<file path="config.mk">
export PLATFORM = sky130hd
export DESIGN_NAME = ncl1_ram
export DESIGN_NICKNAME = d
export VERILOG_FILES = /design/src/design/ncl1_ram.sv
export SDC_FILE = /design/constraint.sdc
export NUM_CORES = 1
export LEC_CHECK = 0
export BUFFER_PORTS_ARGS = -buffer_cell sky130_fd_sc_hd__buf_2
export CORE_ASPECT_RATIO = 0.9
export CORE_MARGIN = 2
export CORE_UTILIZATION = 35
export DETAILED_ROUTE_END_ITERATION = 16
export GPL_TIMING_DRIVEN = 0
export SYNTH_ARGS = -nofsm -noshare
export SYNTH_HDL_FRONTEND = slang
export SYNTH_SLANG_ARGS = --single-unit
</file>
<file path="constraint.sdc">
create_clock -name clk -period 1.8 [get_ports clk]
set_clock_uncertainty 0.15 [all_clocks]
set_input_delay 0.18 -clock clk [delete_from_list [all_inputs] [get_ports clk]]
set_output_delay 0.18 -clock clk [all_outputs]
set_load 0.02 [all_outputs]
</file>
<file path="src/design/ncl1_ram.sv">
module ncl1_ram #(
	parameter int WIDTH = 8,
	parameter int DEPTH = 16
) (
	input  logic                     clk,
	input  logic                     we,
	input  logic [$clog2(DEPTH)-1:0] waddr,
	input  logic [WIDTH-1:0]         wdata,
	input  logic [$clog2(DEPTH)-1:0] raddr,
	output logic [WIDTH-1:0]         rdata
);

	logic [WIDTH-1:0] mem_q [DEPTH];
	logic [WIDTH-1:0] rdata_q;

	always_ff @(posedge clk) begin
		if (we) begin
			mem_q[waddr] <= wdata;
		end
		rdata_q <= mem_q[raddr];
	end

	assign rdata = rdata_q;

endmodule

</file>
==> results list <==
- The HPWL after detailed placement is 6366 microns.
- The startpoint identified for the worst hold timing path is wdata[1].
- The via count of the first global-routing pass was 2411.
- Yosys instantiated no cell more often than edfxtp_1.
* Worst path arrival time: 1500 ps
- Compared with the post-synthesis result, the final layout area differs by 19.35%.
- Slew of the pin with the lowest slew margin: 1276 ps
* Placer congestion estimate: 0.6770
- In this run the tool buffered the top-level ports with 24 buffer cells.
- Across all layers, the routed design uses 2337 vias.
* First-pass GRT wire length: 15080 microns
- The total area inside the core boundary comes to 14560 sq um.
- In the synthesized netlist the dominant register cell turns out to be edfxtp_1.
* Final setup vio count: 0
- Using the TritonRoute via totals, the vias-per-cell ratio works out to 4.819.
* Count of flip-flops with a built-in enable after synthesis: 128
- Share of synthesized flip-flops with an asynchronous set or reset: 0
- Critical R2R Launch: mem_q[5][0]
- Measured along the x axis, the die boundary spans 131.8 microns.
* Count of buffers added by post-CTS timing repair for setup: 0
- By startpoint and endpoint, the worst setup path is classified as input port to flop.
- Depth of the worst register-to-register path: 3
* Total nets after synthesis: 247
* Number of standard cells in the final layout excluding fillers: 485
- The number of placed instances, taps included, is 451.
- The final layout contains 292 nets.
- Synthesis handed over a netlist of 229 instances.
- Critical Path Start Type: input port
- For the worst-skew pair, the clock arrives at the later sink with an insertion delay of 420 ps.
- The die covers 15690 sq um.
- The floorplan has 42 rows.
- In this run the static leakage power is 2.037 nW.
- Global routing finished with a remaining overflow of 0.
- In the synthesized netlist, the cells that appear most often are edfxtp_1, mux4_2, a22oi_1.
* Max-slew violation total from the final report: 0
- Fillers: 1285
* Maximum frequency from static timing analysis: 614.6 MHz
- Min Tclk post-route: 1627 ps
- Starting utilization of the core area: 0.3536
- Cts bufs inserted: 17
- The worst hold path terminates at mem_q[14][1].
- Post-detailed-route DRC marker count: 0
* Rel. slew slack: 0.1429
- Critical Path Fanout Max: 8
- Synth top area share: 0.7467
- Level count of the clock H-tree: 4
- RSZ-0062 raised after global routing: false
* Clock edge transition at the registers on the reported setup and hold paths: 60 ps
* Post-route setup slack: 173.0 ps
- The initial antenna violation count was 0.
- In this run, synthesis produced a sequential element count of 136.
* Fin crit share: 0.9039
- The tree is rooted in a clkbuf_16.
* Most area-consuming cells after synthesis: edfxtp_1, mux4_2, mux4_1
- Grouping stages by cell kind, the critical path spends the most delay in simple AND/OR/NAND/NOR gates.
- Post-synthesis cell type with the largest combined area: edfxtp_1
- In this run the cell area of the synthesized design comes to 5147 sq um.
- Number of I/O pins: 26
- Total power: 7.359 mW
- Yosys Warn Count: 0
* Type of the tightest min-delay check: input port to flop
- Register area share after synthesis: 0.7778
- Violation count after the first detailed-route iteration: 148
* Worst-case hold slack: 23.09 ps
* Area after detailed placement: 5520 sq um
- DRT Wirelength: 9934 microns
- Setup slack at placement: -375.5 ps
* Register-to-Register Setup Slack: 220 ps
- The finished cells cover 6143 sq um.
- In this run the critical register-to-register path is captured at rdata[0].
- Status: finished clean
- At the worst endpoint, the required time is 1680 ps.
* TritonCTS Sinks: 136
* Drt pass-1 iters: 4
- Highest ir drop seen on vdd: 0.0006965 V
* Master of the slowest instance on the critical path: nor3_1
- Total inserted antenna cells: 0
* Maximum Capacitance Violations: 0
* Chain of cells forming the critical path: buf_2 > nand3b_1 > nor3_1
- Power spread over the standard cell area amounts to 1198 nW/um^2.
- Synthesized area per cell: 22.48 sq um
- Final Hold Fails: 0
- CTS tree: yes
- Routed length per instance: 20.48 microns
* Hold depth: 1
- The clock passes through at most 2 buffers.
* Overall fraction of global-route tracks in use: 0.1385
* CP peak stage delay: 1000 ps
* Antenna-violating nets left: 0
- Entering global routing, the biggest net connects 17 pins.
- The die is 119.1 microns tall.
* Synth unique cells: 19
- Counting both buffers and inverters, the worst setup path holds a total of 1.
- Sort of element at the end of the critical path: flop
- Fraction of final layout cells with drive strength greater than 1: 0.3031
## how the worst max path moves through the flow
stage / slack (ps) / cells after the start / from / end
2_1_floorplan: 200 / 2 / waddr[2] / mem_q[3][0]
3_3_place_gp: -340 / 3 / waddr[2] / mem_q[8][1]
3_5_place_dp: -380 / 3 / waddr[2] / mem_q[8][1]
4_1_cts: 70 / 3 / waddr[2] / mem_q[8][6]
5_1_grt: 40 / 3 / waddr[3] / mem_q[4][2]
6_report: 170 / 3 / waddr[3] / mem_q[4][2]
## cells by family after synthesis
kind of cell,share of synthesized area
DFF,0.7778
and+or+nand+nor,0.03184
buffers and inverters,0.01677
muxes,0.1502
AOI/OAI and AO/OA,0.02334
## cells in the final DEF (no fill, tap or decap), types with 3 or more instances in the layout
master	instances
clkbuf_16	17
mux4_2	18
edfxtp_1	128
buf_2	27
mux4_1	14
clkinv_4	7
a22oi_1	16
buf_6	3
nor2_1	13
dfxtp_1	8
nand2_1	9
clkdlybuf4s25_2	3
## registers in the layout, indices dropped and copies added, names as in the netlist
| name | cells |
|---|---|
| rdata | 8 |
| mem_q | 128 |
## layer usage
metal / vias to the layer above / wire [microns] / GRT usage / part of all wire
met5: - / 0 / 0 / 0
met4: 0 / 125 / 0.05503 / 0.013
met3: 13 / 748 / 0.04768 / 0.075
li1: 1068 / - / - / -
met2: 76 / 4585 / 0.2022 / 0.46
met1: 1180 / 4475 / 0.1914 / 0.45
## area by class of cell
| class | count | area (sq um) | area share |
|---|---|---|---|
| sequential | 136 | 4004 | 0.6517 |
| clock inverter | 15 | 172.7 | 0.02811 |
| timing repair buffer | 26 | 140.1 | 0.02281 |
| tap | 198 | 247.7 | 0.04033 |
| buffer | 10 | 86.33 | 0.01405 |
| multi-input combinational | 83 | 1067 | 0.1737 |
| clock buffer | 17 | 425.4 | 0.06925 |
## power by group
part / total (mW) / internal [mW] / switching [mW]
clock: 3.44 / 2.07 / 1.37
combinational: 0.366 / 0.144 / 0.222
sequential: 3.56 / 3.54 / 0.0148
total: 7.36 / 5.75 / 1.60
## through the flow
step                      TNS [ps]  utilization
final                            0       0.4220
after global routing             0       0.4220
after CTS                        0       0.4217
after detailed placement    -14320       0.3792
after global placement      -12550       0.3792
after floorplan                  0            -
## timing repair
item | 4_1_cts | 5_1_grt
hold buffers | 2 | 0
hold endpoints to repair | 6 | 0
endpoints found under the setup margin | 0 | 6
gates resized for setup | 0 | 1
Note: power is estimated with default switching activity, not from simulation.
