### src/design/ncl1_pkg.sv
package ncl1_pkg;

	localparam int MAX_ENTRIES    = 16;
	localparam int MAX_FEATURES   = 8;
	localparam int VALUE_BITS     = 30;
	localparam int ENTRY_BITS     = $clog2(MAX_ENTRIES);
	localparam int ENTRY_CNT_BITS = $clog2(MAX_ENTRIES + 1);
	localparam int ENTRY_CFG_BITS = 5;
	localparam int FEAT_CFG_BITS  = 4;
	localparam int CFG_DATA_BITS  = 5;
	localparam int SYMBOL_BITS    = 8;
	localparam int SUM_BITS       = VALUE_BITS + 3;

	// stream packing
	localparam int IN_INDEX_LSB   = 0;
	localparam int IN_SYMBOL_LSB  = IN_INDEX_LSB + ENTRY_BITS;
	localparam int IN_FEAT_LSB    = IN_SYMBOL_LSB + SYMBOL_BITS;
	localparam int IN_DATA_BITS   = 256;
	localparam int OUT_DATA_BITS  = 48;
	localparam int OUT_PAD_BITS   = OUT_DATA_BITS - SUM_BITS - SYMBOL_BITS - ENTRY_BITS;

	typedef enum logic [0:0] {
		REG_ENTRIES_IN_USE  = 1'b0,
		REG_FEATURES_IN_USE = 1'b1
	} cfg_reg_t;

	typedef enum logic {
		KIND_LOAD     = 1'b0,
		KIND_CLASSIFY = 1'b1
	} kind_t;

	typedef logic [VALUE_BITS-1:0] value_t;

	typedef struct packed {
		logic                   valid;
		logic                   last;
		logic [ENTRY_BITS-1:0]  index;
		logic [SYMBOL_BITS-1:0] symbol;
	} tag_t;

	typedef struct packed {
		logic                   found;
		logic [ENTRY_BITS-1:0]  index;
		logic [SYMBOL_BITS-1:0] symbol;
		logic [SUM_BITS-1:0]    sum;
	} best_t;

endpackage

### src/design/ncl1_merge.sv
module ncl1_merge (
	input  logic             clk,
	input  logic             arst_n,
	input  logic             clear,
	input  ncl1_pkg::tag_t   tag_s1,
	input  ncl1_pkg::value_t diff_s2 [ncl1_pkg::MAX_FEATURES],
	output ncl1_pkg::best_t  best,
	output logic             done
);
	import ncl1_pkg::*;

	tag_t tag_s2, tag_s3, tag_s4, tag_s5;
	logic [VALUE_BITS:0]   sum_s3 [4];
	logic [VALUE_BITS+1:0] sum_s4 [2];
	logic [SUM_BITS-1:0]   sum_s5;
	best_t best_q;
	logic  take;

	always_ff @(posedge clk or negedge arst_n) begin
		if (!arst_n) begin
			tag_s2 <= '0;
			tag_s3 <= '0;
			tag_s4 <= '0;
			tag_s5 <= '0;
		end else begin
			tag_s2 <= tag_s1;
			tag_s3 <= tag_s2;
			tag_s4 <= tag_s3;
			tag_s5 <= tag_s4;
		end
	end

	// registered adder tree, one level per stage
	always_ff @(posedge clk) begin
		for (int i = 0; i < 4; i++) begin
			sum_s3[i] <= {1'b0, diff_s2[2*i]} + {1'b0, diff_s2[2*i+1]};
		end
		for (int i = 0; i < 2; i++) begin
			sum_s4[i] <= {1'b0, sum_s3[2*i]} + {1'b0, sum_s3[2*i+1]};
		end
		sum_s5 <= {1'b0, sum_s4[0]} + {1'b0, sum_s4[1]};
	end

	// strict compare keeps the earliest entry on a tie
	assign take = tag_s5.valid && (!best_q.found || (sum_s5 < best_q.sum));

	always_ff @(posedge clk or negedge arst_n) begin
		if (!arst_n) begin
			best_q <= '0;
		end else if (clear) begin
			best_q <= '0;
		end else if (take) begin
			best_q.found  <= 1'b1;
			best_q.index  <= tag_s5.index;
			best_q.symbol <= tag_s5.symbol;
			best_q.sum    <= sum_s5;
		end
	end

	assign best = best_q;
	assign done = tag_s5.valid && tag_s5.last;

	a_found_after_entry: assert property (@(posedge clk) disable iff (!arst_n)
		tag_s5.valid && !clear |=> best_q.found)
		else $error("entry compared but nothing recorded");

	a_first_entry_taken: assert property (@(posedge clk) disable iff (!arst_n)
		tag_s5.valid && !best_q.found && !clear |=> best_q.index == $past(tag_s5.index))
		else $error("first compared entry not taken");

endmodule

### config.mk
export PLATFORM = sky130hd
export DESIGN_NAME = ncl1_merge
export DESIGN_NICKNAME = d
export VERILOG_FILES = /design/src/design/ncl1_pkg.sv /design/src/design/ncl1_merge.sv
export SDC_FILE = /design/constraint.sdc
export NUM_CORES = 1
export LEC_CHECK = 0
export ABC_AREA = 1
export BUFFER_PORTS_ARGS = -buffer_cell sky130_fd_sc_hd__buf_2
export CAP_MARGIN = 20
export CORE_MARGIN = 2
export CORE_UTILIZATION = 35
export DETAILED_ROUTE_END_ITERATION = 10
export PLACE_DENSITY_LB_ADDON = 0.05
export SYNTH_ARGS = -nofsm -noshare
export SYNTH_HDL_FRONTEND = slang
export SYNTH_SLANG_ARGS = --single-unit
export TNS_END_PERCENT = 50
### constraint.sdc
create_clock -name clk -period 3.16 [get_ports clk]
set_input_delay 0.316 -clock clk [delete_from_list [all_inputs] [get_ports clk]]
set_output_delay 0.316 -clock clk [all_outputs]
set_load 0.01 [all_outputs]
==> flow_summary.yaml, run 1 <==
worst_setup_path:
  crit_path_start: "best[28]"
  slowest_delay_ns: 0.46
  crit_arrival_ns: 2.86
  crit_end: "best[34]"
  critPathKind: "flip-flop to flip-flop"
  cp-end-kind: "flip-flop"
  r2r-start: "best[28]"
  regToRegSetupSlack_ns: 0.79
  crit-reg2reg-capture: "best[34]"
  worst_setup_path_start_kind: "flip-flop"
  critPathMostFrequentCell: "nand2_1"
  cp_slowest_cell: "buf_4"
  worst_r2r_path_depth: 14
  cp_data_required_time_ns: 3.66
  cp_cell_sequence: "inv_1 -> ha_1 -> nand2_1 -> inv_1 -> nand2_1 -> nand2_1 -> nand2_1 -> nand2_1 -> a21oi_2 -> nand3_2 -> nand2_4 -> buf_4 -> nand4_1 -> nand2_1"
  worstPathMaxFanout: 45
synth:
  syn_inst: 2822
  synth_edf_count: 0
  netlist_area_sq_um: 21300
  synthesis.nets: 3332
  ys_ff_latch: 323
  synth.avg_cell_area_sq_um: 7.55
  synth.most_common_cell: "nand2_1"
  ys_types: 45
  ys.flop_type: "dfxtp_1"
  ys_warn_count: 0
  yosysTopAreaCell: "dfxtp_1"
  ys_seq_area_frac: 0.327
  synth_area_leaders: "dfxtp_1 21%, ha_1 14%, dfrtp_1 12%, nand2_1 12%, a21oi_1 6.4%"
  synth_commonest_cells: "670 x nand2_1, 271 x a21oi_1, 271 x inv_1"
  synth_top_area_frac: 0.208
  async_flop_share: 0.316
final_layout:
  area.growth.synth_to_final_pct: 18.1
  nets: 3678
  instances_no_fill: 3978
  multi_input_comb_area_sq_um: 13100
  seq_area_sq_um: 6980
  drive_gt1_frac: 0.143
  diodes: 0
  num-fill-cells: 6331
timing:
  fin_skew_ns: 0.0318
  finalHoldViolCount: 0
  max_freq_mhz: 423
  setup_slack_ns: 0.793
  slew_headroom: 0.574
  worst_pin_slew_ns: 0.632
  fin_crit_sh: 0.749
  fin_setup_tns_ns: 0
  period_minus_slack_ns: 2.37
  maxSlewViolCount: 0
  setup_violations: 0
  grt_setup_unrepaired: "no"
placed_design:
  dpl_worst_slack_ns: 0.737
  dp_hpwl_mm: 58.6
  gp_congestion: 0.919
  io_buffers: 303
  placed_cells: 3890
die:
  core_sq_um: 60200
  die_h_um: 251
  ios: 304
  die_area_sq_um: 62900
  rows: 90
  start_util: 0.354
  die_x_um: 251
clocking:
  root_buffer: "clkbuf_16"
  cts_tree: "built"
  cts_max_level: 2
  clock-sinks: 323
  path_clk_slew_ns: 0.06
  clock_latency_ns: 0.57
  postCtsSetupBuffers: 0
  cts_buffer_depth: 3
  numCtsBuffers: 38
power:
  power_mw: 21.0
  ir_drop_v: 0.000316
  power.leakage_nw: 12.3
  power_density_nw_per_um2: 834
route:
  drt_iter0_markers: 1000
  ant_nets: 0
  drt-met1-wl_mm: 33.8
  drc: 0
  wl_met2_mm: 31.0
  wl_mm: 69.2
  vias: 20100
  met3_length_mm: 3.13
  dr.pass1.iters: 5
  post_drt_via_cell_ratio: 5.05
  wire_per_inst_um: 17.4
  highest_layer: "met4"
min_path:
  min-delay-start: "diff_s2[90]"
  hold_class: "input pin to flip-flop"
  hold_depth: 2
global_route:
  antenna_found_initial: 1
  grt_usage: 0.217
  grt_max_degree: 79
  grt_pass1_wl_mm: 108
  grt_pass1_vias: 19800
  grt-ovfl-total: 0
status:
  status: "complete, no violations"
job:
  drv_cap: 0
==> flip-flops by register name, summed over array words and instances (netlist names) <==
signal and count:
best 46, sum_s3 124, sum_s4 64, sum_s5 33
tag_s2 14, tag_s3 14, tag_s4 14, tag_s5 14
==> stage by stage <==
stage	utilization	instance area, sq um	hold WS, ns
global route	0.418	25200	0.00236
detailed placement	0.393	23700	0.265
floorplan	-	21300	0.0204
global placement	0.393	23700	0.261
finish	0.418	25200	0.0382
CTS	0.418	25200	0.00140
==> critical path, delay by kind of cell, from the launching register on <==
family,cells,cell delay [ns]
compound gates,1,0.17
fa+ha+maj,1,0.30
simple gates,9,0.84
buf+inv,3,0.57
flops,1,0.40
==> layout make-up <==
type                       instances  area share
clock buffer                      46      0.0402
clock inverter                    22      0.0111
inverter                         278      0.0415
multi-input combinational       2199       0.521
sequential                       323       0.277
tap                              782      0.0389
timing repair buffer             328      0.0703
==> repair_timing <==
| action | in CTS | in global routing |
|---|---|---|
| setup endpoints to repair | 0 | 0 |
| hold buffers | 20 | 0 |
| endpoints found under the hold margin | 41 | 0 |
| resized for setup | 0 | 0 |
==> power breakdown <==
| part | switching, mW | total [mW] | internal, mW |
|---|---|---|---|
| combinational | 6.65 | 10.3 | 3.62 |
| sequential | 0.807 | 6.17 | 5.36 |
| clock | 1.82 | 4.54 | 2.72 |
==> worst min path at each step <==
stage / slack [ns] / end
floorplan: 0.02 / best[0]
global placement: 0.26 / best[2]
detailed placement: 0.26 / best[1]
CTS: 0.001 / sum_s3[3][0]
global route: 0.002 / sum_s3[3][0]
finish: 0.04 / sum_s3[2][0]
==> cells by family (layout without fill, tap and decap cells) <==
family	count (synthesis)	count (layout)	share of synthesized area
compound gates	545	545	0.143
simple gates	1246	1246	0.257
xor+xnor	155	155	0.0637
buf+inv	300	674	0.0575
flops	323	323	0.327
fa+ha+maj	253	253	0.151
==> layout by cell type, fill, tap and decap left out, types with 44 or more instances in the layout <==
cell type and count:
o21ai_0 130, inv_1 271, buf_2 302, nand3_1 98, dfrtp_1 101, nand4_1 92, nor2_1 265, a21oi_1 271
ha_1 246, nor3_1 44, nand2_1 670, dfxtp_1 221, xor2_1 128
==> per-layer routing <==
layer  vias to the layer above  GRT usage
met3                        71     0.0332
li1                      10300          -
met2                       443      0.352
met4                         0     0.0467
met1                      9307      0.304
met5                         -          0
(Power assumes the default switching activity.)
==> run 2, diff against run 1 <==
Settings changed: ABC_AREA 1 to 0.
Clock period 3.16 ns to 2.4 ns, I/O delays scaled along.
==> flow_summary.yaml, run 2 <==
status:
  status: "finished with violations"
  failed_checks: "negative setup slack"
final_layout:
  drive_gt1_frac: 0.348
  nets: 3209
  fin_area_sq_um: 26600
  final_cell_mix: "378 x buf_4, 302 x buf_2, 229 x ha_1"
  largest_reg_flops: 124
  instances_no_fill: 3416
  diodes: 0
  mostFrequentLayoutCell: "buf_4"
  regMostFlops: "sum_s3"
  area.growth.synth_to_final_pct: 42.6
synth:
  synth.most_common_cell: "ha_1"
  synth.avg_cell_area_sq_um: 9.54
  synth_top_area_frac: 0.237
  netlist_area_sq_um: 18600
  synth_commonest_cells: "246 x ha_1, 221 x dfxtp_1, 186 x a21oi_1"
  syn_inst: 1952
  ys_types: 78
  synth_edf_count: 0
  async_flop_share: 0.316
  ys_ff_latch: 323
  ys.flop_type: "dfxtp_1"
  ys_seq_area_frac: 0.374
  synth_area_leaders: "dfxtp_1 24%, ha_1 17%, dfrtp_1 14%, xnor2_1 5.4%, a21oi_1 5.0%"
  synthesis.nets: 2462
  yosysTopAreaCell: "dfxtp_1"
  ys_warn_count: 0
timing:
  slew_headroom: 0.682
  worst_pin_slew_ns: 0.475
  period_minus_slack_ns: 2.70
  finalHoldViolCount: 0
  fin_setup_tns_ns: -14.38
  fin_skew_ns: 0.0186
  setup_slack_ns: -0.298
  grt_setup_unrepaired: "yes"
  setup_violations: 66
  max_freq_mhz: 371
  fin_crit_sh: 1.12
  maxSlewViolCount: 0
worst_setup_path:
  regToRegSetupSlack_ns: -0.30
  worstPathMaxFanout: 5
  worst_setup_path_start_kind: "flip-flop"
  crit_path_start: "best[31]"
  cp_data_required_time_ns: 2.83
  crit_end: "best[44]"
  crit-reg2reg-capture: "best[44]"
  r2r-start: "best[31]"
  critPathKind: "flip-flop to flip-flop"
  crit_arrival_ns: 3.13
  cp-end-kind: "flip-flop"
  worst_r2r_path_depth: 13
power:
  combPwrFrac: 0.540
  switchingPower_mw: 11.1
  clkPwrFrac: 0.197
  pwr-share-seq: 0.263
  switching_share: 0.365
  power_mw: 30.4
  internal-power_mw: 19.3
  ir_drop_v: 0.000587
  power_density_nw_per_um2: 1140
  power.leakage_nw: 12.9
global_route:
  grt_pass1_wl_mm: 84.3
  grt_max_degree: 56
  antenna_found_initial: 1
  grt_pass1_vias: 17000
  grt_usage: 0.183
  grt-ovfl-total: 0
placed_design:
  place_area_sq_um: 23800
  io_buffers: 303
  placed_cells: 3291
  dp_hpwl_mm: 41.3
  gp_congestion: 0.885
die:
  start_util: 0.355
  die_area_sq_um: 55100
  die_x_um: 235
  rows: 84
  core_sq_um: 52600
  ios: 304
  die_h_um: 235
route:
  post_drt_via_cell_ratio: 4.84
  wl_mm: 51.0
  ant_nets: 0
  dr.pass1.iters: 4
  wire_per_inst_um: 14.9
  drc: 0
  drt_iter0_markers: 503
  vias: 16500
job:
  drv_cap: 0
clocking:
  root_buffer: "clkbuf_16"
  cts_max_level: 2
  cts_buffer_depth: 3
  numCtsBuffers: 38
  clock-sinks: 323
  path_clk_slew_ns: 0.06
  cts_tree: "built"
  clock_latency_ns: 0.55
min_path:
  hold_class: "input pin to flip-flop"
==> run 2: changes by cell type after synthesis, sizes merged, moves of 66 or more <==
cell	previous run	this run
a21o	26	107
a21oi	272	187
inv	278	95
nand2	672	99
nand3	140	25
nand4	93	21
nor2	271	165
o21ai	176	110
xnor2	27	115
xor2	128	54
==> run 2: through the flow <==
stage	setup slack, ns	hold WS [ns]	util
2_1_floorplan	-0.249	-0.0556	-
3_3_place_gp	-0.782	0.220	0.454
3_5_place_dp	-0.752	0.223	0.454
4_1_cts	-0.343	0.00584	0.494
5_1_grt	-0.441	0.0225	0.505
6_report	-0.298	0.0383	0.505
==> run 2: cells by family (layout without fill, tap and decap cells) <==
kind of cell / after synthesis / after routing / synth area share
compound gates: 594 / 594 / 0.209
xor+xnor: 169 / 169 / 0.0794
fa+ha+maj: 253 / 253 / 0.173
buf+inv: 113 / 889 / 0.0233
flops: 323 / 323 / 0.374
mux: 46 / 46 / 0.0247
simple gates: 454 / 454 / 0.117
==> run 2: final cells by class <==
class                           count  area, sq um
Multi-Input combinational cell   1516        12100
Sequential cell                   323         7000
Inverter                           95          357
Clock inverter                     16          196
Timing Repair Buffer              725         4940
Tap cell                          688          861
Fill cell                        4960        26000
Clock buffer                       53         1130
==> run 2: how the worst min path moves through the flow <==
| stage | startpoint | end | slack (ns) | cells after the start |
|---|---|---|---|---|
| 2_1_floorplan | arst_n | best[0] | -0.06 | 0 |
| 3_3_place_gp | arst_n | tag_s5[2] | 0.22 | 1 |
| 3_5_place_dp | arst_n | tag_s5[0] | 0.22 | 1 |
| 4_1_cts | diff_s2[119] | sum_s3[2][30] | 0.006 | 4 |
| 5_1_grt | diff_s2[119] | sum_s3[2][30] | 0.02 | 4 |
| 6_report | diff_s2[119] | sum_s3[2][30] | 0.04 | 4 |
==> run 2: repair_timing <==
item / 4_1_cts / 5_1_grt
hold buffers: 22 / 0
gates resized for setup: 109 / 88
endpoints found under the hold margin: 61 / 0
gates cloned: 0 / 6
buffers inserted: 28 / 13
pin swaps: 94 / 68
endpoints found under the setup margin: 102 / 119
==> run 2: power groups by stage <==
| stage | combinational, mW | clock [mW] | sequential (mW) |
|---|---|---|---|
| after detailed placement | 14.5 | 0 | 8.10 |
| final | 16.4 | 5.98 | 8.01 |
| after global placement | 14.4 | 0 | 8.08 |
| after floorplan | 8.84 | 0 | 7.70 |
| after CTS | 15.6 | 6.19 | 8.02 |
| after global routing | 18.3 | 6.42 | 8.17 |
==> run 2: worst max-delay path, cell delays in order (launching register included) <==
cell and delay, ns:
dfrtp_1 0.36, inv_2 0.05, ha_4 0.26, nand4_1 0.14
nor2_2 0.15, nand4_1 0.12, or3_4 0.42, nor2_4 0.09
o2111ai_2 0.11, o31a_4 0.35, buf_12 0.16, clkbuf_16 0.15
mux2i_1 0.15, nor2_1 0.06
==> run 2: metal layers <==
layer,up-vias,global-route usage,routed length (um)
met3,57,0.0295,1720
met5,-,0,0
met4,0,0.0428,973
li1,8549,-,-
met1,7691,0.249,24900
met2,250,0.306,23500
==> run 3, diff against run 2 <==
Clock period 2.4 ns to 3.1 ns, I/O delays scaled along.
==> flow_summary.yaml, run 3 (same netlist as run 2, synthesis figures left out) <==
timing:
  setup_violations: 0
  grt_setup_unrepaired: "yes"
  slew_headroom: 0.382
  max_freq_mhz: 344
  fin_crit_sh: 0.938
  period_minus_slack_ns: 2.91
  fin_skew_ns: 0.0234
  finalHoldViolCount: 0
  hold-worst-slack_ns: 0.0232
  worst_pin_slew_ns: 0.927
  maxSlewViolCount: 0
status:
  status: "complete, no violations"
placed_design:
  gp_congestion: 0.872
  io_buffers: 303
  place_area_sq_um: 21500
  dp_hpwl_mm: 39.6
global_route:
  grt_max_degree: 76
  grt_pass1_vias: 15200
  grt-ovfl-total: 0
  grt_pass1_wl_mm: 78.5
  grt_usage: 0.172
  antenna_found_initial: 1
worst_setup_path:
  regToRegSetupSlack_ns: 0.19
  r2r-start: "sum_s3[1][0]"
  worst_setup_path_start_kind: "flip-flop"
  cp_data_required_time_ns: 3.57
  worst_r2r_path_depth: 14
  crit_arrival_ns: 3.38
  crit-reg2reg-capture: "sum_s4[0][30]"
  crit_end: "sum_s4[0][30]"
  cp-end-kind: "flip-flop"
  critPathKind: "flip-flop to flip-flop"
  crit_path_start: "sum_s3[1][0]"
  worstPathMaxFanout: 3
power:
  switchingPower_mw: 7.61
  pwr-share-seq: 0.303
  switching_share: 0.373
  power.leakage_nw: 11.1
  clkPwrFrac: 0.226
  ir_drop_v: 0.000478
  power_density_nw_per_um2: 882
  internal-power_mw: 12.8
  combPwrFrac: 0.471
min_path:
  min-delay-start: "diff_s2[90]"
  hold_class: "input pin to flip-flop"
route:
  wire_per_inst_um: 15.6
  dr.pass1.iters: 5
  drt_iter0_markers: 675
  ant_nets: 0
  drc: 0
  post_drt_via_cell_ratio: 4.93
  wl_mm: 48.1
  vias: 15200
clocking:
  clock-sinks: 323
  clock_latency_ns: 0.55
  cts_buffer_depth: 3
  numCtsBuffers: 38
  root_buffer: "clkbuf_16"
  path_clk_slew_ns: 0.06
  cts_tree: "built"
  cts_max_level: 2
final_layout:
  diodes: 0
  nets: 2877
  fin_area_sq_um: 23100
  final_cell_mix: "302 x buf_2, 245 x ha_1, 221 x dfxtp_1"
  regMostFlops: "sum_s3"
  mostFrequentLayoutCell: "buf_2"
  drive_gt1_frac: 0.204
  area.growth.synth_to_final_pct: 23.9
  largest_reg_flops: 124
die:
  rows: 84
  start_util: 0.355
  core_sq_um: 52600
  die_area_sq_um: 55100
  ios: 304
  die_h_um: 235
  die_x_um: 235
job:
  drv_cap: 0
[run 3: timing repair]
item                                    CTS  global route
pin swaps                                 0            10
gates cloned                              0             0
gates resized for setup                   1            25
hold endpoints to repair                 88             1
hold buffers                             16             1
endpoints found under the setup margin    1            18
buffers inserted                          0             2
[run 3: per-layer routing]
metal | GRT usage | vias up | share of wire
li1 | - | 7884 | -
met1 | 0.235 | 7020 | 0.49
met2 | 0.284 | 244 | 0.46
met3 | 0.0294 | 52 | 0.037
met4 | 0.0401 | 0 | 0.018
met5 | 0 | - | 0
[run 3: layout make-up]
class,instances,area [sq um]
timing repair buffer,393,2250
clock buffer,56,1110
sequential,323,6980
fill,5233,29500
multi-input combinational,1516,11300
tap,688,861
clock inverter,12,206
inverter,95,357
[run 3: stage by stage]
step | instances | utilization | TNS, ns | power [mW] | setup slack [ns]
floorplan | 1952 | - | 0 | 12.7 | 0.226
global placement | 2996 | 0.409 | -0.240 | 15.6 | -0.0770
detailed placement | 2996 | 0.409 | -0.270 | 15.7 | -0.105
CTS | 3080 | 0.437 | 0 | 20.5 | 0.0207
global route | 3083 | 0.439 | -0.0967 | 22.1 | -0.0442
finish | 3083 | 0.439 | 0 | 20.4 | 0.191
[run 3: worst max-delay path, stage by stage, from the launching register on]
cell      delay [ns]
dfxtp_1         0.30
ha_1            0.21
inv_1           0.07
fa_1            0.18
nor2b_1         0.05
o21ai_0         0.20
a21boi_0        0.17
o211ai_1        0.41
a21oi_2         0.12
o41a_1          0.42
o21ai_2         0.18
buf_4           0.14
o21ai_0         0.07
a21oi_1         0.18
xnor2_1         0.13
[run 3: how the worst min path moves through the flow]
stage               slack [ns]           end  cells after the start
finish                    0.02  sum_s3[2][0]                      2
global route             0.009  sum_s3[1][0]                      2
CTS                     0.0001  sum_s3[3][0]                      2
detailed placement        0.33     tag_s4[0]                      0
global placement          0.33     tag_s5[8]                      0
floorplan                 0.01       best[0]                      0
[run 3: power groups by stage]
stage	combinational, mW	sequential [mW]	clock, mW
2_1_floorplan	6.74	5.95	0
3_3_place_gp	9.37	6.28	0
3_5_place_dp	9.42	6.29	0
4_1_cts	9.51	6.22	4.79
5_1_grt	10.8	6.30	4.98
6_report	9.59	6.17	4.61
