--- src/design/ncl1_pkg.sv ---
package ncl1_pkg;

	localparam int MAX_ENTRIES    = 16;
	localparam int MAX_FEATURES   = 8;
	localparam int VALUE_BITS     = 30;
	localparam int ENTRY_BITS     = $clog2(MAX_ENTRIES);
	localparam int ENTRY_CNT_BITS = $clog2(MAX_ENTRIES + 1);
	localparam int ENTRY_CFG_BITS = 5;
	localparam int FEAT_CFG_BITS  = 4;
	localparam int CFG_DATA_BITS  = 5;
	localparam int SYMBOL_BITS    = 8;
	localparam int SUM_BITS       = VALUE_BITS + 3;

	// stream packing
	localparam int IN_INDEX_LSB   = 0;
	localparam int IN_SYMBOL_LSB  = IN_INDEX_LSB + ENTRY_BITS;
	localparam int IN_FEAT_LSB    = IN_SYMBOL_LSB + SYMBOL_BITS;
	localparam int IN_DATA_BITS   = 256;
	localparam int OUT_DATA_BITS  = 48;
	localparam int OUT_PAD_BITS   = OUT_DATA_BITS - SUM_BITS - SYMBOL_BITS - ENTRY_BITS;

	typedef enum logic [0:0] {
		REG_ENTRIES_IN_USE  = 1'b0,
		REG_FEATURES_IN_USE = 1'b1
	} cfg_reg_t;

	typedef enum logic {
		KIND_LOAD     = 1'b0,
		KIND_CLASSIFY = 1'b1
	} kind_t;

	typedef logic [VALUE_BITS-1:0] value_t;

	typedef struct packed {
		logic                   valid;
		logic                   last;
		logic [ENTRY_BITS-1:0]  index;
		logic [SYMBOL_BITS-1:0] symbol;
	} tag_t;

	typedef struct packed {
		logic                   found;
		logic [ENTRY_BITS-1:0]  index;
		logic [SYMBOL_BITS-1:0] symbol;
		logic [SUM_BITS-1:0]    sum;
	} best_t;

endpackage

--- src/design/ncl1_ram.sv ---
module ncl1_ram #(
	parameter int WIDTH = 8,
	parameter int DEPTH = 16
) (
	input  logic                     clk,
	input  logic                     we,
	input  logic [$clog2(DEPTH)-1:0] waddr,
	input  logic [WIDTH-1:0]         wdata,
	input  logic [$clog2(DEPTH)-1:0] raddr,
	output logic [WIDTH-1:0]         rdata
);

	logic [WIDTH-1:0] mem_q [DEPTH];
	logic [WIDTH-1:0] rdata_q;

	always_ff @(posedge clk) begin
		if (we) begin
			mem_q[waddr] <= wdata;
		end
		rdata_q <= mem_q[raddr];
	end

	assign rdata = rdata_q;

endmodule

--- src/design/ncl1_lane.sv ---
module ncl1_lane (
	input  logic                               clk,
	input  logic                               we,
	input  logic [ncl1_pkg::ENTRY_BITS-1:0]    waddr,
	input  ncl1_pkg::value_t                   wdata,
	input  logic [ncl1_pkg::ENTRY_BITS-1:0]    raddr,
	input  ncl1_pkg::value_t                   snap,
	input  logic                               lane_on,
	output ncl1_pkg::value_t                   diff_s2
);
	import ncl1_pkg::*;

	value_t rd_s1;
	value_t diff_q;

	ncl1_ram #(
		.WIDTH(VALUE_BITS),
		.DEPTH(MAX_ENTRIES)
	) u_ram (
		.clk  (clk),
		.we   (we),
		.waddr(waddr),
		.wdata(wdata),
		.raddr(raddr),
		.rdata(rd_s1)
	);

	// lanes beyond features_in_use contribute nothing
	always_ff @(posedge clk) begin
		if (!lane_on) begin
			diff_q <= '0;
		end else if (snap >= rd_s1) begin
			diff_q <= snap - rd_s1;
		end else begin
			diff_q <= rd_s1 - snap;
		end
	end

	assign diff_s2 = diff_q;

endmodule

--- config.mk ---
export PLATFORM = sky130hd
export DESIGN_NAME = ncl1_lane
export DESIGN_NICKNAME = d
export VERILOG_FILES = /design/src/design/ncl1_pkg.sv /design/src/design/ncl1_ram.sv /design/src/design/ncl1_lane.sv
export SDC_FILE = /design/constraint.sdc
export NUM_CORES = 1
export LEC_CHECK = 0
export BUFFER_PORTS_ARGS = -buffer_cell sky130_fd_sc_hd__buf_4
export CAP_MARGIN = 20
export CORE_ASPECT_RATIO = 0.75
export CORE_MARGIN = 5
export CORE_UTILIZATION = 46
export CTS_CLUSTER_DIAMETER = 150
export CTS_CLUSTER_SIZE = 25
export DETAILED_ROUTE_END_ITERATION = 6
export SLEW_MARGIN = 20
export SYNTH_ARGS = -nofsm -noshare
export SYNTH_HDL_FRONTEND = slang
export SYNTH_SLANG_ARGS = --single-unit
--- constraint.sdc ---
create_clock -name clk -period 9.13 [get_ports clk]
set_clock_uncertainty 0.05 [all_clocks]
set_input_delay 1.3695 -clock clk [delete_from_list [all_inputs] [get_ports clk]]
set_output_delay 1.3695 -clock clk [all_outputs]
set_load 0.03 [all_outputs]
==> flow_summary_export.csv, run 1 <==
group,metric,value,unit
outcome,run_status,"completed",
detailed_routing,vias,11823,
grt,grt_antenna_before_repair,3,
synth,synth.yosys.seq_area_share,68.6,%
synth,synth.distinct_cells,64,
clocking,post_cts_buffers,0,
final_layout,layout.cells.most_common_list,"480 x edfxtp_1, 150 x mux4_2, 119 x buf_4",
setup_path,critPathKind,"input pin to flip-flop",
die,die-height,203,microns
grt,grt_remaining_overflow,0,
synth,synth_top_flop_cell,"edfxtp_1",
final_layout,finish.net_count,1493,
flow_run,max_cap_violations,0,
clocking,cts_hold_buf,0,
setup_path,largest_fanout_on_the_critical_path,38,
detailed_routing,first_iter_violations,1156,
setup_path,worst_path_largest_cell_delay,0.48,ns
worst_hold_path,min-delay-path-class,"flip-flop to flip-flop",
setup_path,worst_ep_required_time,9.58,ns
final_layout,layout.cells.most_common,"edfxtp_1",
clocking,clkLatencyLatePin,0.60,ns
synth,average_cell_area_after_synthesis,17.8,sq um
sta,unrepaired_setup_endpoints_after_global_routing,"false",
synth,synth_warn,0,
synth,ys_async_sr_fraction,0,%
clocking,cts_inserted_buffers,25,
detailed_routing,drt_wl_total,53900,microns
die,std_cell_rows,70,
detailed_routing,via_cell_ratio,5.83,
sta,final_hold_viol_count,0,
pwr,worst_ir_drop_vdd,0.000132,V
final_layout,fillerInstances,4017,
clocking,tritoncts,"done",
synth,ys_seq_elements,540,
detailed_routing,antenna_violating_nets_post_route,0,
placement,total_half_perimeter_wirelength_after_legalization_and_detailed_placement,30900,microns
final_layout,antenna_cells,0,
synth,synthCells,1278,
setup_path,critPathLaunchType,"input pin",
grt,grt_first_pass_wirelength,79800,microns
final_layout,share_of_the_core_filled_with_cells_in_the_final_layout,51.2,%
synth,syn_nets,1410,
setup_path,worstPathArrival,4.54,ns
clocking,htree_levels,1,
grt,grt_use_total,19.7,%
final_layout,layout-area-overhead-vs-synth,9.87,%
synth,post_syn_area,22800,sq um
final_layout,combined_area_of_the_multi_input_logic_cells,6710,sq um
sta,hold-worst-slack,0.607,ns
clocking,post_cts_resize_count,0,
grt,largest_net_degree_at_the_start_of_global_routing,73,
placement,port_buffers,100,
die,fp.dieArea,54100,sq um
pwr,power_density,195,nW/um^2
die,initial_utilization,46.6,%
final_layout,finish.cell_count_without_fillers,2027,
sta,final_critical_path_setup_slack,5.05,ns
final_layout,register_area,15600,sq um
die,boundaryPins,101,
setup_path,worstPathCellList,"buf_4, inv_1, ha_1, a21oi_1, o21ai_0, or3_1, a21o_1, a21oi_4, buf_4, mux2_2, o221ai_1, xor2_1, and2_1",
die,core_area,48900,sq um
detailed_routing,drt_pass_1_iters,5,
placement,placed_cells_incl_taps,1982,
sta,timing_worst_slew_pin_value,1.09,ns
clocking,root_buffer,"clkbuf_16",
setup_path,worstSetupEndpointType,"flip-flop",
final_layout,fraction_of_final_layout_cells_sized_beyond_drive_strength_1,23.9,%
setup_path,path_common_cell,"buf_4",
pwr,static-leakage-power,8.58,nW
sta,maxClockFrequency,0.245,GHz
detailed_routing,wl_per_cell,26.6,microns
sta,slew_violations,0,
synth,synth_edf_count,480,
grt,first_global_vias,12079,
sta,fin_crit_sh,44.7,%
detailed_routing,remaining_drc_errors,0,
sta,relative_slew_slack,27.4,%
placement,detailedPlace.worstSlack,4.46,ns
setup_path,slowest_library_cell_on_the_worst_path,"buf_4",
die,die-width,267,microns
sta,finalSetupTns,0,ns
sta,finalSetupViolCount,0,
clocking,number_of_buffers_between_clock_root_and_the_deepest_sink,3,
placement,gpl.final_weighted_congestion,0.858,
clocking,clock_slew_seen_by_the_registers_of_the_worst_setup_and_hold_paths,0.11,ns
sta,final_period_minus_worst_setup_slack,4.08,ns
clocking,number_of_sinks_on_the_clock_net,540,
power by group:
group / internal [W] / leakage (nW) / switching, W / total [W]
sequential: 0.00278 / 4.84 / 0.0000367 / 0.00282
clock: 0.000530 / 0.345 / 0.000749 / 0.00128
combinational: 0.000321 / 3.39 / 0.000468 / 0.000789
synthesized netlist by cell type (7+ instances only):
master / n / area (sq um)
a21o_1: 31 / 233
a21oi_1: 53 / 265
a31oi_1: 11 / 68.8
and2_1: 27 / 169
buf_1: 14 / 52.6
buf_2: 19 / 95.1
clkbuf_1: 25 / 93.8
dfxtp_1: 60 / 1200
edfxtp_1: 480 / 14400
ha_1: 59 / 738
inv_1: 66 / 248
mux2i_1: 16 / 160
mux4_2: 150 / 3380
nand2_1: 38 / 143
nand2b_1: 8 / 50.1
nand3_1: 12 / 60.1
nand4_1: 9 / 56.3
nor2_1: 36 / 135
nor2b_1: 11 / 68.8
nor3_1: 11 / 55.1
o21ai_0: 28 / 140
o21bai_1: 7 / 52.6
xnor2_1: 13 / 114
xor2_1: 8 / 70.1
final timing paths:
kind / startpoint / end / slack (ns) / cells after the start
worst max register to register: u_ram.rdata[15] / diff_s2[10] / 5.52 / 11
worst min register to register: u_ram.rdata[0] / diff_s2[0] / 0.61 / 2
worst min-delay path: u_ram.rdata[0] / diff_s2[0] / 0.61 / 2
worst max-delay path: snap[17] / diff_s2[10] / 5.05 / 13
area by class of cell:
class	count	share of cell area, %
Inverter	69	1.04
Sequential cell	540	62.4
Multi-Input combinational cell	605	26.8
Clock buffer	43	2.77
Tap cell	648	3.24
Clock inverter	2	0.125
Timing Repair Buffer	120	3.63
stage by stage:
stage | total power, W | area [sq um]
floorplan | 0.00339 | 22800
global placement | 0.00366 | 24300
detailed placement | 0.00366 | 24300
CTS | 0.00492 | 25000
global route | 0.00509 | 25000
finish | 0.00488 | 25000
worst max-delay path, delay by kind of cell:
| kind | cells | cell delay [ns] |
|---|---|---|
| compound gates | 5 | 1.07 |
| simple gates | 2 | 0.49 |
| fa+ha+maj | 1 | 0.43 |
| buf+inv | 3 | 0.62 |
| mux | 1 | 0.42 |
| xor+xnor | 1 | 0.10 |
logic make-up (layout without fill, tap and decap cells):
kind of cell | count (synthesis) | count (layout) | synth area share, %
simple gates | 177 | 177 | 3.99
buf+inv | 133 | 234 | 2.48
compound gates | 176 | 176 | 5.01
xor+xnor | 21 | 21 | 0.808
flops | 540 | 540 | 68.6
mux | 170 | 170 | 15.7
fa+ha+maj | 61 | 61 | 3.42
layer usage:
metal | GRT usage, % | share of wire [%]
met1 | 29.4 | 45
met3 | 3.65 | 6.7
met5 | 0 | 0.024
met4 | 2.47 | 1.3
met2 | 31.5 | 47
sequential cells by signal (all words and copies together), names as in the netlist:
| name | count |
|---|---|
| u_ram.mem_q | 480 |
| diff_s2 | 30 |
| u_ram.rdata | 30 |
No activity file was read; power rests on OpenSTA's default activity.
==> run 2, diff against run 1 <==
Clock period 9.13 ns to 4.2 ns, I/O delays scaled along.
==> run 2 against run 1 <==
Compared with the run above: sequential power rose by 120%; via count rose by 0.52%; first-iteration DRC count fell by 4.9%; total power rose by 120%; largest cell class unchanged; wire length fell by 0.45%; combinational power rose by 120%; count of clock-buffer cells in the layout did not move.
==> flow_summary_export.csv, run 2 (same netlist as run 1, synthesis figures left out) <==
group,metric,value,unit
sta,final_critical_path_setup_slack,1.03,ns
grt,grt_remaining_overflow,0,
clocking,cts_hold_buf,0,
grt,first_global_vias,11987,
pwr,power_density,422,nW/um^2
clocking,post_cts_buffers,0,
die,core_area,48900,sq um
clocking,tritoncts,"done",
setup_path,rr_worst_depth,12,
detailed_routing,wl_per_cell,26.3,microns
setup_path,worstPathCellList,"ha_1, buf_4, and3_1, and3_1, nand3_1, o311ai_1, a21oi_4, buf_4, mux2_2, o221ai_1, xor2_1, and2_1",
detailed_routing,first_iter_violations,1099,
grt,grt_first_pass_wirelength,79700,microns
clocking,clkLatencyLatePin,0.61,ns
die,die-height,203,microns
sta,finalSetupViolCount,0,
final_layout,largest_reg_flops,480,
detailed_routing,via_cell_ratio,5.82,
placement,detailedPlace.worstSlack,0.629,ns
die,boundaryPins,101,
detailed_routing,antenna_violating_nets_post_route,0,
sta,relative_slew_slack,44.1,%
sta,finalSetupTns,0,ns
clocking,root_buffer,"clkbuf_16",
grt,largest_net_degree_at_the_start_of_global_routing,44,
detailed_routing,vias,11884,
setup_path,slowest_library_cell_on_the_worst_path,"dfxtp_1",
sta,unrepaired_setup_endpoints_after_global_routing,"false",
grt,grt_use_total,19.6,%
setup_path,path_delay_family,"simple AND/OR/NAND/NOR gates",
setup_path,worst_ep_required_time,4.65,ns
grt,use_met2,30.8,%
sta,final_hold_viol_count,0,
setup_path,critPathKind,"flip-flop to flip-flop",
pwr,worst_ir_drop_vdd,0.000288,V
setup_path,worstPathArrival,3.62,ns
die,std_cell_rows,70,
grt,globalRouteMet3Util,2.64,%
detailed_routing,drt_wl_total,53700,microns
final_layout,finish.net_count,1508,
final_layout,layout.cells.most_common,"edfxtp_1",
grt,grt_antenna_before_repair,3,
setup_path,largest_fanout_on_the_critical_path,22,
final_layout,layout-area-overhead-vs-synth,10.6,%
worst_hold_path,worst_hold_path.num_cells,1,
outcome,run_status,"completed",
pwr,total_power,0.0106,W
sta,slew_violations,0,
clocking,htree_levels,1,
clocking,post_cts_resize_count,0,
setup_path,worst_path_largest_cell_delay,0.46,ns
final_layout,register_ranked_first_by_flip_flop_count,"u_ram.mem_q",
setup_path,logic_depth_of_the_worst_path_buffers_included,12,
die,fp.dieArea,54100,sq um
final_layout,fillerInstances,3983,
sta,timing_worst_slew_pin_value,0.839,ns
sta,maxClockFrequency,0.315,GHz
clocking,cts_inserted_buffers,25,
setup_path,worstSetupEndpointType,"flip-flop",
grt,grt.busiest_layer,"met2",
final_layout,layout.cells.most_common_list,"480 x edfxtp_1, 150 x mux4_2, 130 x buf_4",
clocking,clock_slew_seen_by_the_registers_of_the_worst_setup_and_hold_paths,0.12,ns
sta,fin_crit_sh,75.5,%
setup_path,ff2ff_setup_slack,1.03,ns
clocking,number_of_buffers_between_clock_root_and_the_deepest_sink,3,
placement,port_buffers,100,
detailed_routing,drt_pass_1_iters,5,
setup_path,worst-path-buf-inv,2,
detailed_routing,remaining_drc_errors,0,
worst_hold_path,min-delay-path-class,"input pin to flip-flop",
die,die-width,267,microns
die,initial_utilization,46.6,%
flow_run,max_cap_violations,0,
setup_path,critPathLaunchType,"flip-flop",
sta,final_period_minus_worst_setup_slack,3.17,ns
clocking,number_of_sinks_on_the_clock_net,540,
pwr,static-leakage-power,8.67,nW
placement,gpl.final_weighted_congestion,0.925,
sta,hold-worst-slack,0.274,ns
final_layout,fraction_of_final_layout_cells_sized_beyond_drive_strength_1,24.7,%
grt,grt.met1_usage,30.4,%
placement,total_half_perimeter_wirelength_after_legalization_and_detailed_placement,33300,microns
-- run 2: cell types whose count changed in the layout (fill, tap and decap cells not counted) --
cell / before / now
buf_4: 119 / 130
buf_12: 0 / 4
diode_2: 0 / 1
-- run 2: final timing paths --
kind	endpoint	startpoint
hold reg to reg	diff_s2[0]	u_ram.rdata[0]
hold / removal	u_ram.mem_q[1][17]	wdata[17]
setup reg to reg	diff_s2[10]	u_ram.rdata[23]
setup / recovery	diff_s2[10]	u_ram.rdata[23]
-- run 2: metal layers --
| metal | wire, microns | vias to the layer above | share of wire, % |
|---|---|---|---|
| met4 | 763 | 2 | 1.4 |
| li1 | - | 5233 | - |
| met2 | 25100 | 345 | 47 |
| met1 | 24600 | 6256 | 46 |
| met5 | 13 | - | 0.024 |
| met3 | 3210 | 48 | 6.0 |
-- run 2: layout make-up --
class	instances	area, sq um	share of cell area [%]
Sequential cell	540	15600	62.0
Antenna cell	1	2.50	0.00993
Clock inverter	2	31.3	0.124
Inverter	69	259	1.03
Multi-Input combinational cell	605	6710	26.6
Tap cell	648	811	3.22
Timing Repair Buffer	135	1070	4.25
Clock buffer	43	693	2.75
-- run 2: metrics by stage --
step                      instances  utilization [%]  area (sq um)
after floorplan                1278                -         22800
after global placement         1997             50.1         24500
after detailed placement       1997             50.1         24500
after CTS                      2042             51.5         25200
after global routing           2042             51.5         25200
final                          2043             51.5         25200
-- run 2: worst reg2reg max path, stage by stage, from the launching register on --
cell and delay (ns):
dfxtp_1 0.46, ha_1 0.31, buf_4 0.18, and3_1 0.24, and3_1 0.27, nand3_1 0.12
o311ai_1 0.14, a21oi_4 0.15, buf_4 0.30, mux2_2 0.40, o221ai_1 0.20, xor2_1 0.09
and2_1 0.16
-- run 2: power by group --
part | total, W | switching (W) | internal, W
clock network | 0.00277 | 0.00162 | 0.00115
registers | 0.00612 | 0.0000792 | 0.00604
logic | 0.00173 | 0.00102 | 0.000714
total | 0.0106 | 0.00272 | 0.00791
==> run 3, diff against run 2 <==
Clock period 4.2 ns to 2.9 ns, I/O delays scaled along.
==> run 3 against run 2 <==
Compared with the run above: combinational power is 83% higher; clock power is 44% higher; highest routed layer unchanged; register-to-register slack worse by 0.95 ns; final area is 6.9% higher; sequential share of layout area is 3.9 points lower; non-clock buffer count is 172 higher; wire length is 0.47% higher; critical path type unchanged; die area stayed put; global-route usage is 0.22 points higher.
==> flow_summary_export.csv, run 3 (same netlist as run 1, synthesis figures left out) <==
group,metric,value,unit
placement,port_buffers,100,
sta,hold-worst-slack,0.0702,ns
final_layout,layout.cells.most_common_list,"480 x edfxtp_1, 286 x buf_4, 150 x mux4_2",
placement,total_half_perimeter_wirelength_after_legalization_and_detailed_placement,33800,microns
setup_path,worstPathArrival,3.26,ns
die,std_cell_rows,70,
sta,slew_violations,0,
clocking,tritoncts,"done",
worst_hold_path,hp-start,"wdata[26]",
setup_path,worst-path-buf-inv,2,
detailed_routing,vias,12292,
setup_path,worst_path_largest_cell_delay,0.39,ns
grt,largest_net_degree_at_the_start_of_global_routing,85,
detailed_routing,via_cell_ratio,5.55,
worst_hold_path,min_delay_worst_endpoint,"u_ram.mem_q[0][26]",
final_layout,layout-area-overhead-vs-synth,18.2,%
grt,grt_first_pass_wirelength,81000,microns
pwr,power_density,595,nW/um^2
grt,grt.met1_usage,29.9,%
die,initial_utilization,46.6,%
detailed_routing,remaining_drc_errors,0,
die,core_area,48900,sq um
outcome,run_status,"completed",
placement,gpl.final_weighted_congestion,0.890,
final_layout,fillerInstances,3903,
final_layout,share_of_the_core_filled_with_cells_in_the_final_layout,55.1,%
worst_hold_path,min-delay-path-class,"input pin to flip-flop",
clocking,root_buffer,"clkbuf_16",
worst_hold_path,worst_hold_path.num_cells,1,
final_layout,fraction_of_final_layout_cells_sized_beyond_drive_strength_1,35.6,%
flow_run,max_cap_violations,0,
setup_path,path_delay_family,"compound AO/OA/AOI/OAI gates",
pwr,static-leakage-power,9.63,nW
setup_path,slowest_library_cell_on_the_worst_path,"or3_1",
setup_path,ff2ff_setup_slack,0.08,ns
clocking,number_of_sinks_on_the_clock_net,540,
clocking,clkLatencyLatePin,0.61,ns
clocking,cts_inserted_buffers,25,
setup_path,worst_ep_required_time,3.34,ns
die,fp.dieArea,54100,sq um
clocking,htree_levels,1,
setup_path,critPathKind,"flip-flop to flip-flop",
setup_path,largest_fanout_on_the_critical_path,4,
grt,grt_antenna_before_repair,3,
sta,timing_worst_slew_pin_value,0.650,ns
setup_path,rr_worst_depth,12,
setup_path,regToRegEndpoint,"diff_s2[3]",
final_layout,finish.net_count,1680,
detailed_routing,first_iter_violations,919,
sta,final_hold_viol_count,0,
clocking,clock_slew_seen_by_the_registers_of_the_worst_setup_and_hold_paths,0.12,ns
sta,maxClockFrequency,0.355,GHz
clocking,number_of_buffers_between_clock_root_and_the_deepest_sink,3,
sta,fin_crit_sh,97.2,%
detailed_routing,antenna_violating_nets_post_route,0,
final_layout,largest_reg_flops,480,
die,die-width,267,microns
grt,use_met2,32.2,%
placement,placed_cells_incl_taps,2156,
grt,grt_remaining_overflow,0,
sta,relative_slew_slack,56.7,%
detailed_routing,drt_wl_total,53900,microns
sta,final_period_minus_worst_setup_slack,2.82,ns
grt,grt.busiest_layer,"met2",
final_layout,register_ranked_first_by_flip_flop_count,"u_ram.mem_q",
grt,first_global_vias,12738,
final_layout,layout.cells.most_common,"edfxtp_1",
setup_path,critPathLaunchType,"flip-flop",
grt,globalRouteMet3Util,2.91,%
die,boundaryPins,101,
die,die-height,203,microns
pwr,worst_ir_drop_vdd,0.000737,V
final_layout,finish.instance_area,26900,sq um
placement,dpl_cell_area,25800,sq um
setup_path,r2r_start,"u_ram.rdata[19]",
setup_path,worstSetupEndpointType,"flip-flop",
final_layout,finish.cell_count_without_fillers,2216,
sta,finalSetupViolCount,0,
sta,unrepaired_setup_endpoints_after_global_routing,"true",
setup_path,worstPathCellList,"ha_1, a21oi_1, o21ai_2, or3_1, a21o_1, a21oi_4, buf_4, buf_6, mux2_2, a31oi_2, xnor2_1, and2_1",
detailed_routing,wl_per_cell,24.3,microns
grt,grt_use_total,19.8,%
detailed_routing,drt_pass_1_iters,5,
## run 3: cell count changes in the layout (fill, tap and decap cells not counted), moves of 4 or more
cell | previous run | this run
a21oi_2 | 2 | 9
a21oi_1 | 53 | 46
buf_12 | 4 | 16
nor3_4 | 0 | 5
buf_4 | 130 | 286
o21ai_1 | 4 | 8
dfxtp_1 | 60 | 55
o21ai_2 | 0 | 4
dfxtp_2 | 0 | 4
o21ai_0 | 28 | 20
## run 3: worst reg2reg max path, cell delays in order, from the launching register on
cell and delay [ns]:
dfxtp_1 0.33, ha_1 0.29, a21oi_1 0.20, o21ai_2 0.12
or3_1 0.39, a21o_1 0.19, a21oi_4 0.17, buf_4 0.17
buf_6 0.11, mux2_2 0.33, a31oi_2 0.16, xnor2_1 0.07
and2_1 0.14
## run 3: metrics by stage
stage                     total power, W  setup TNS [ns]  setup slack, ns
after floorplan                   0.0107               0           0.0680
after global placement            0.0120           -4.13           -0.433
after detailed placement          0.0120           -5.50           -0.415
after CTS                         0.0160               0         0.000415
after global routing              0.0167          -0.126          -0.0443
final                             0.0160               0           0.0821
## run 3: timing repair
item | in CTS | in global routing
resized for setup | 11 | 48
pin swaps | 2 | 18
setup buffers | 3 | 9
gates cloned | 1 | 1
hold buffers | 0 | 0
endpoints found under the setup margin | 10 | 25
## run 3: worst max-delay path by stage
stage                               start           to  slack (ns)  cells past startpoint
after floorplan                  snap[21]  diff_s2[10]        0.07                     12
after global placement            snap[1]  diff_s2[27]       -0.43                     13
after detailed placement          snap[1]  diff_s2[27]       -0.42                     13
after CTS                 u_ram.rdata[27]  diff_s2[29]      0.0004                     11
after global routing       u_ram.rdata[1]  diff_s2[24]       -0.04                     12
final                     u_ram.rdata[19]   diff_s2[3]        0.08                     12
## run 3: area by class of cell
cell class	instances	area, sq um	share of cell area [%]
clock buffers	43	693	2.58
well taps	648	811	3.01
multi-input cells	605	6930	25.7
clock inverters	2	31.3	0.116
flip-flops and latches	540	15600	58.0
repair buffers	307	2560	9.52
diodes	2	5.00	0.0186
inverters	69	259	0.962
## run 3: where the power goes
part           leakage (nW)  switching [W]  internal, W
Sequential             4.84      0.0000979      0.00875
Combinational          4.44        0.00164      0.00152
Clock                 0.345        0.00233      0.00167
Total                  9.63        0.00408       0.0119
## run 3: per-layer routing
layer | share of wire (%) | vias to the layer above | wire length, microns
li1 | - | 5587 | -
met2 | 48 | 306 | 25900
met3 | 4.9 | 39 | 2640
met5 | 0.024 | - | 13
met1 | 46 | 6358 | 24800
met4 | 1.1 | 2 | 617
